`config.mk`:
```
export PLATFORM = sky130hd
export DESIGN_NAME = bse_ctrl
export DESIGN_NICKNAME = d
export VERILOG_FILES = /design/src/rtl/bse_pkg.sv /design/src/rtl/bse_ctrl.sv
export SDC_FILE = /design/constraint.sdc
export NUM_CORES = 1
export LEC_CHECK = 0
export BUFFER_PORTS_ARGS = -buffer_cell sky130_fd_sc_hd__buf_2
export CAP_MARGIN = 20
export CORE_AREA = 2 2 39 41
export DETAILED_ROUTE_END_ITERATION = 16
export DIE_AREA = 0 0 41 43
export GPL_TIMING_DRIVEN = 0
export HOLD_SLACK_MARGIN = 0.15
export PLACE_DENSITY = 0.42
export SLEW_MARGIN = 10
export SYNTH_ARGS = -nofsm -noshare
export SYNTH_HDL_FRONTEND = slang
export SYNTH_SLANG_ARGS = --single-unit
```
`constraint.sdc`:
```
create_clock -name i_clk -period 2.05 [get_ports i_clk]
set_input_delay 0.41 -clock i_clk [delete_from_list [all_inputs] [get_ports i_clk]]
set_output_delay 0.41 -clock i_clk [all_outputs]
set_load 0.005 [all_outputs]
```
`src/rtl/bse_pkg.sv`:
```
`timescale 1ns / 1ps
`default_nettype none
// ----------------------------------------------------------------------------
// Binary search engine package
// Shared widths, defaults and the command and status bundles that pass
// between the controller and the datapath.
// ----------------------------------------------------------------------------
package bse_pkg;

    localparam int LEN_W           = 11;   // table_length register width
    localparam int IDX_W           = 10;   // entry_index and position width
    localparam int DATA_W          = 32;   // table entry and key width
    localparam int DEF_TABLE_DEPTH = 1024;

    // Input word modes.
    localparam logic MODE_LOAD   = 1'b0;
    localparam logic MODE_SEARCH = 1'b1;

    // Commands from the controller to the datapath.
    typedef struct packed {
        logic load_wr;    // write the input word's entry into the table
        logic start;      // latch the key and open the full search range
        logic rd_en;      // read the midpoint entry and remember the midpoint
        logic cmp_upd;    // narrow the range after a mismatch
        logic res_ld;     // load the result register
        logic res_found;  // found flag to load with the result
    } t_bse_cmd;

    // Status from the datapath to the controller.
    typedef struct packed {
        logic empty;      // the search range holds no entry
        logic match;      // the entry just read equals the key
    } t_bse_sts;

endpackage
`default_nettype wire

```
`src/rtl/bse_ctrl.sv`:
```
`timescale 1ns / 1ps
`default_nettype none
// ----------------------------------------------------------------------------
// Binary search engine controller
// Sequences loads, the read and compare steps of each probe, and hands the
// result to the output register.
// ----------------------------------------------------------------------------
module bse_ctrl import bse_pkg::*; (
    input  wire logic     i_clk,
    input  wire logic     i_rst_n,
    input  wire logic     i_in_valid,
    input  wire logic     i_mode,
    output logic          o_in_stall,
    output logic          o_out_valid,
    input  wire logic     i_out_stall,
    input  wire t_bse_sts i_sts,
    output t_bse_cmd      o_cmd
);

    localparam logic [1:0] ST_IDLE = 2'd0;
    localparam logic [1:0] ST_READ = 2'd1;
    localparam logic [1:0] ST_CMP  = 2'd2;
    localparam logic [1:0] ST_EMIT = 2'd3;

    logic [1:0] r_state, n_state;
    logic       r_hit, n_hit;
    logic       r_out_valid, n_out_valid;
    logic       in_acc;
    logic       out_free;

    assign o_in_stall  = (r_state != ST_IDLE);
    assign o_out_valid = r_out_valid;
    assign in_acc      = i_in_valid && (r_state == ST_IDLE);
    assign out_free    = !r_out_valid || !i_out_stall;

    always_comb begin
        n_state = r_state;
        n_hit   = r_hit;
        o_cmd   = '0;
        o_cmd.res_found = r_hit;
        case (r_state)
            ST_IDLE: begin
                if (in_acc) begin
                    if (i_mode == MODE_LOAD) begin
                        o_cmd.load_wr = 1'b1;
                    end else begin
                        o_cmd.start = 1'b1;
                        n_state     = ST_READ;
                    end
                end
            end
            ST_READ: begin
                if (i_sts.empty) begin
                    n_hit   = 1'b0;
                    n_state = ST_EMIT;
                end else begin
                    o_cmd.rd_en = 1'b1;
                    n_state     = ST_CMP;
                end
            end
            ST_CMP: begin
                if (i_sts.match) begin
                    n_hit   = 1'b1;
                    n_state = ST_EMIT;
                end else begin
                    o_cmd.cmp_upd = 1'b1;
                    n_state       = ST_READ;
                end
            end
            ST_EMIT: begin
                if (out_free) begin
                    o_cmd.res_ld = 1'b1;
                    n_state      = ST_IDLE;
                end
            end
            default: begin
                n_state = ST_IDLE;
            end
        endcase
    end

    always_comb begin
        n_out_valid = r_out_valid;
        if (o_cmd.res_ld) begin
            n_out_valid = 1'b1;
        end else if (r_out_valid && !i_out_stall) begin
            n_out_valid = 1'b0;
        end
    end

    always_ff @(posedge i_clk) begin
        if (!i_rst_n) begin
            r_state     <= ST_IDLE;
            r_hit       <= 1'b0;
            r_out_valid <= 1'b0;
        end else begin
            r_state     <= n_state;
            r_hit       <= n_hit;
            r_out_valid <= n_out_valid;
        end
    end

    // A loaded result is presented on the next cycle.
    a_res_shows: assert property (@(posedge i_clk) disable iff (!i_rst_n)
        o_cmd.res_ld |=> r_out_valid)
        else $error("result load did not raise output valid");

    // A pending, stalled result is never overwritten.
    a_no_overwrite: assert property (@(posedge i_clk) disable iff (!i_rst_n)
        (r_out_valid && i_out_stall) |-> !o_cmd.res_ld)
        else $error("stalled result overwritten");

    // The table is only probed inside a non-empty range.
    a_probe_in_range: assert property (@(posedge i_clk) disable iff (!i_rst_n)
        o_cmd.rd_en |-> !i_sts.empty)
        else $error("probe issued on an empty range");

    // An accepted search word always starts with a range check.
    a_search_starts: assert property (@(posedge i_clk) disable iff (!i_rst_n)
        (in_acc && i_mode != MODE_LOAD) |=> (r_state == ST_READ))
        else $error("search did not start");

endmodule
`default_nettype wire

```
==> results of run 1 <==
routing by layer:
| layer | part of all wire | global-route usage | vias to the layer above |
|---|---|---|---|
| met2 | 0.44 | 0.0844 | 13 |
| met5 | 0 | 0 | - |
| met3 | 0.13 | 0.0262 | 0 |
| met1 | 0.44 | 0.0994 | 108 |
| li1 | - | - | 136 |
| met4 | 0 | 0.100 | 0 |
cell usage after synthesis:
cell type / count
dfxtp_1: 4
nand2_1: 4
a21oi_1: 3
a21boi_0: 2
buf_4: 2
and2_1: 1
and3b_1: 1
and4bb_2: 1
buf_6: 1
nand2b_1: 1
nor2_1: 1
nor2b_1: 1
nor3b_1: 1
nor3b_2: 1
nor4b_2: 1
o22ai_1: 1
o32ai_1: 1
or2_1: 1
power groups by stage:
stage               Combinational, W  Clock (W)  Sequential [W]
floorplan                  0.0000339          0       0.0000890
CTS                        0.0000551   0.000102       0.0000894
global route               0.0000617   0.000101       0.0000908
finish                     0.0000546  0.0000969       0.0000894
detailed placement         0.0000547          0       0.0000908
global placement           0.0000553          0       0.0000913
cells by family after synthesis:
logic type / count (synthesis) / share of synthesized area
DFF: 4 / 0.318
AOI/OAI and AO/OA: 7 / 0.179
buffers and inverters: 3 / 0.104
and+or+nand+nor: 14 / 0.398
area by class of cell:
type                    instances  share of cell area
clock buffers                   3              0.0619
plain buffers                   3              0.0722
well taps                      16              0.0550
repair buffers                 14               0.192
flip-flops and latches          4               0.220
multi-input cells              21               0.399
worst reg2reg max path: stages, from the launching register on:
cell      delay [ns]
dfxtp_1         0.31
buf_6           0.12
a21boi_0        0.25
o32ai_1         0.12
flip-flops by register name (all words and copies together), names as in the netlist:
name / cells
r_state: 2
o_out_valid: 1
r_hit: 1
final timing paths:
check	startpoint	to	slack [ns]	depth (start not counted)
worst max-delay path	r_state[1]	o_cmd[5]	0.47	4
worst min-delay path	i_out_stall	o_out_valid	0.45	3
worst max register to register	r_state[1]	r_state[0]	1.11	3
worst min register to register	o_out_valid	o_out_valid	0.48	2
metrics by stage:
step / power [W] / setup slack, ns / hold WS (ns) / cell area, µm² / instances
floorplan: 0.000123 / 0.802 / 0.480 / 251 / 28
global placement: 0.000147 / 0.699 / 0.490 / 342 / 58
detailed placement: 0.000145 / 0.714 / 0.486 / 342 / 58
CTS: 0.000246 / 0.457 / 0.449 / 364 / 61
global route: 0.000254 / 0.392 / 0.460 / 364 / 61
finish: 0.000241 / 0.473 / 0.454 / 364 / 61
==> reports/summary.txt, run 1 <==
status: finished, final reports clean
Pins Over Slew Limit: 0
Syn Nets: 35
DRC: 0
Top Family by Delay on Critical Path: simple AND/OR/NAND/NOR gates
Diodes inserted: 0
worst slew pin tran: 0.247 ns
vias in the first global route: 218
area of the multi-input gates: 145 µm²
Worst Setup Start Kind: register
Avg Synthesized Cell Area: 8.98 µm²
Synth area leaders: dfxtp_1, a21oi_1, a21boi_0, buf_4, nand2_1
TritonCTS Buffers: 3
post-layout minimum cycle time: 1.58 ns
Lkg Pwr: 0.176 nW
DR vias: 257
Final setup viols: 0
Final nets: 54
Logic pwr share: 0.227
initial core utilization: 0.182
sequential share of the synthesized area: 0.318
DR pass1 iterations: 4
Resize count post-CTS: 0
Layout Utilization: 0.263
pwr/cell area: 662 nW/µm²
drt total wl: 551 µm
post-route clock skew: 0.00444 ns
die area: 1760 µm²
die height: 43 µm
Mapped Area: 251 µm²
Ys Warns: 0
WP buf/inv: 2
Max Freq: 634 MHz
clock root cell: clkbuf_4
Sequential Power Share: 0.371
CTS Hold Bufs: 0
Crit path required time: 1.64 ns
GP Congestion: 0.671
worst skew pair latency: 0.23 ns
Area growth syn-to-layout: 44.8%
crit path max-delay cell type: dfxtp_1
clock slew at reported path FFs: 0.04 ns
drt wl/cell: 9.03 µm
Switching Fraction: 0.254
H-tree depth: 1
worst endpoint data arrival time: 1.17 ns
post-synthesis cell type count: 18
Storage cell area: 80.1 µm²
GR Util All Layers: 0.0782
post-synth top area share: 0.318
CTS tree: built
Mapped Cells: 28
Clock power frac: 0.402
RSZ-0062 raised after global routing: no
leading area contributor after synthesis: dfxtp_1
# port buffers: 14
critical path class: reg -> out
setup_tns: 0 ns
fraction of the cycle the final worst path needs: 0.769
grt total ovfl: 0
Worst Hold Class: in -> reg
layout cell share with drive strength beyond 1: 0.511
initial antenna violation count: 0
worst vdd ir: 0.211 mV
Vias/cell: 4.21
Post-DRT Antenna Nets: 0
clock buffer depth: 2
number of fill cells in the layout: 152
critical path cell sequence: buf_6, or2_1, nor3b_2, buf_2
DR iter-0 viols: 4
CP Max Fanout: 10
Switch Pwr: 0.0000611 W
commonest non-fill, non-tap cell in the layout: buf_2
clock sinks: 4
internal power: 0.000180 W
# Post-CTS Setup Buffers: 0
Max-cap violations: 0
CP peak stage delay: 0.29 ns
Cell Rows: 14
Max-slew headroom: 0.834
Top-Level Pins: 15
area of the core: 1380 µm²
Die Wd: 41 µm
global-route wire length before repair: 897 µm
commonest cells after routing, fill and taps aside: buf_2, nand2_1, dfxtp_1, a21oi_1, clkbuf_4
pin count of the biggest net entering global routing: 11
CP endpoint kind: primary output
final hold vios: 0
flop and latch count out of synthesis: 4
Note: power is estimated with default switching activity, not from simulation.
==> inputs of run 2 (changes only) <==
--- a/config.mk
+++ b/config.mk
@@ -12,7 +12,7 @@
 export DIE_AREA = 0 0 41 43
 export GPL_TIMING_DRIVEN = 0
 export HOLD_SLACK_MARGIN = 0.15
-export PLACE_DENSITY = 0.42
+export PLACE_DENSITY = 0.44
 export SLEW_MARGIN = 10
 export SYNTH_ARGS = -nofsm -noshare
 export SYNTH_HDL_FRONTEND = slang
==> constraint.sdc (replaced) <==
create_clock -name i_clk -period 1.35 [get_ports i_clk]
set_input_delay 0.27 -clock i_clk [delete_from_list [all_inputs] [get_ports i_clk]]
set_output_delay 0.27 -clock i_clk [all_outputs]
set_load 0.005 [all_outputs]
==> run 2 against run 1 <==
The run now ends with setup timing left; sequential cell count did not move; hold slack worse by 0.13 ns; combinational power grew 49%; non-clock buffer count unchanged; register-to-register slack got worse by 0.66 ns; final cell count unchanged; sequential share of layout area is 1.4 points higher; via count fell by 0.78%; power increased by 51%; critical endpoint unchanged; largest cell class unchanged; largest power group unchanged.
==> reports/summary.txt, run 2 (same netlist as run 1, synthesis figures left out) <==
post-route clock skew: 0.00229 ns (-0.00215 ns)
# port buffers: 14 (unchanged)
worst vdd ir: 0.259 mV (+23%)
Diodes inserted: 0 (unchanged)
H-tree depth: 1 (unchanged)
Top-Level Pins: 15 (unchanged)
Worst Hold Class: in -> reg
critical path cell sequence: or2_4, nor3b_2, buf_2
commonest cells after routing, fill and taps aside: buf_2, nand2_1, buf_4, clkbuf_4
Cell Rows: 14 (unchanged)
initial antenna violation count: 0 (unchanged)
global-route wire length before repair: 841 µm (-6.2%)
CP Max Fanout: 8 (-2)
layout cell share with drive strength beyond 1: 0.600 (+0.0889)
clock buffer depth: 2 (unchanged)
Post-Layout Cell Count: 61 (unchanged)
clock slew at reported path FFs: 0.04 ns (about the same)
Placed Area: 342 µm² (unchanged)
Biggest register: r_state
die height: 43 µm (unchanged)
Max Used Layer: met4
design area: 374 µm² (+2.7%)
Min-Delay Startpoint: i_out_stall
clock root cell: clkbuf_4
Die Wd: 41 µm (unchanged)
fraction of the cycle the final worst path needs: 1.01
Final nets: 54 (unchanged)
final hold vios: 0 (unchanged)
RSZ-0062 raised after global routing: yes
critical path class: reg -> out
CP peak stage delay: 0.35 ns (+0.06 ns)
reg2reg start: r_state[1]
area of the core: 1380 µm² (unchanged)
CP endpoint kind: primary output
pwr/cell area: 972 nW/µm² (+47%)
Max-cap violations: 0 (unchanged)
CTS Hold Bufs: 0 (unchanged)
DR vias: 255 (-0.78%)
crit path max-delay cell type: dfxtp_4
Hold Path Depth: 3 (unchanged)
TritonCTS Buffers: 3 (unchanged)
drt wl/cell: 9.23 µm (+2.2%)
DR pass1 iterations: 4 (unchanged)
Worst Setup Start Kind: register
final worst slack: -0.0141 ns (-0.488 ns)
die area: 1760 µm² (unchanged)
met1 WL: 239 µm (-0.83%)
CTS tree: built
FF-to-FF setup slack: 0.45 ns (-0.66 ns)
Lkg Pwr: 0.177 nW (+0.30%)
worst endpoint data arrival time: 1.09 ns (-0.08 ns)
Power Total: 0.000364 W (+51%)
DR WL met2: 237 µm (-1.3%)
commonest non-fill, non-tap cell in the layout: buf_2
Hold Path Sink: o_out_valid
Vias/cell: 4.18 (-0.78%)
DRC: 0 (unchanged)
failing checks: setup timing
metal3 WL: 64 µm (-7.2%)
number of flip-flops under the largest register name: 2 (unchanged)
vias in the first global route: 222 (+1.8%)
initial core utilization: 0.182 (unchanged)
DR iter-0 viols: 5 (+1)
worst skew pair latency: 0.23 ns (about the same)
Post-DRT Antenna Nets: 0 (unchanged)
reg-to-reg endpoint: r_state[0]
placed insts: 58 (unchanged)
Crit path required time: 1.08 ns (-0.56 ns)
Area growth syn-to-layout: 48.8%
status: complete, but fails checks
R2R cell count: 2 (-1)
pin count of the biggest net entering global routing: 10 (-1)
Max-slew headroom: 0.820 (-0.0142)
GR Util All Layers: 0.0772 (-0.00100)
post-layout minimum cycle time: 1.36 ns
Final setup viols: 1 (+1)
Pins Over Slew Limit: 0 (unchanged)
drt total wl: 563 µm (+2.2%)
hold_ws: 0.324 ns (-0.130 ns)
GP Congestion: 0.691 (+3.1%)
worst slew pin tran: 0.268 ns (+0.0212 ns)
grt total ovfl: 0 (unchanged)
Max Freq: 733 MHz
clock sinks: 4 (unchanged)
## run 2: changes by cell type in the layout (fill, tap and decap cells not counted)
| cell | previous run | this run |
|---|---|---|
| a21oi_1 | 3 | 2 |
| dfxtp_4 | 0 | 2 |
| or2_1 | 1 | 0 |
| buf_4 | 2 | 3 |
| or2_4 | 0 | 1 |
| a21oi_2 | 0 | 1 |
| dfxtp_1 | 4 | 2 |
| buf_6 | 1 | 0 |
## run 2: cell type report
| type | count | area (µm²) |
|---|---|---|
| multi-input combinational | 21 | 151 |
| sequential | 4 | 87.6 |
| timing repair buffer | 15 | 77.6 |
| clock buffer | 3 | 22.5 |
| buffer | 2 | 15.0 |
| fill | 153 | 1010 |
| tap | 16 | 20.0 |
## run 2: how the worst max path moves through the flow
stage                to  startpoint  cells past startpoint  slack [ns]
2_1_floorplan  o_cmd[5]  r_state[1]                      3        0.24
3_3_place_gp   o_cmd[5]  r_state[0]                      3        0.14
3_5_place_dp   o_cmd[5]  r_state[1]                      4        0.15
4_1_cts        o_cmd[5]  r_state[1]                      3       -0.04
5_1_grt        o_cmd[5]  r_state[1]                      3       -0.06
6_report       o_cmd[5]  r_state[1]                      3       -0.01
## run 2: metal layers
layer  vias up  global-route usage
li1        133                   -
met1       107              0.0833
met2        13              0.0906
met3         2              0.0209
met4         0               0.120
met5         -                   0
## run 2: power by group
part	switching, W	total (W)	internal [W]
Clock	0.0000428	0.000142	0.0000990
Sequential	0.0000130	0.000141	0.000128
Combinational	0.0000321	0.0000811	0.0000490
Total	0.0000879	0.000364	0.000276
## run 2: timing repair
| item | CTS | global route |
|---|---|---|
| gates resized for setup | 3 | 3 |
| pin swaps | 2 | 0 |
| setup buffers | 1 | 0 |
| endpoints found under the hold margin | 0 | 0 |
| endpoints found under the setup margin | 2 | 2 |
## run 2: metrics by stage
stage | util | setup slack [ns] | setup TNS, ns
6_report | 0.270 | -0.0141 | -0.0141
5_1_grt | 0.270 | -0.0587 | -0.0587
4_1_cts | 0.264 | -0.0389 | -0.0389
3_5_place_dp | 0.247 | 0.152 | 0
3_3_place_gp | 0.247 | 0.144 | 0
2_1_floorplan | - | 0.242 | 0
## run 2: worst max-delay path: cells and delay by family (launching register included)
family	cells	cell delay [ns]
and+or+nand+nor	2	0.39
DFF	1	0.35
buffers and inverters	1	0.12
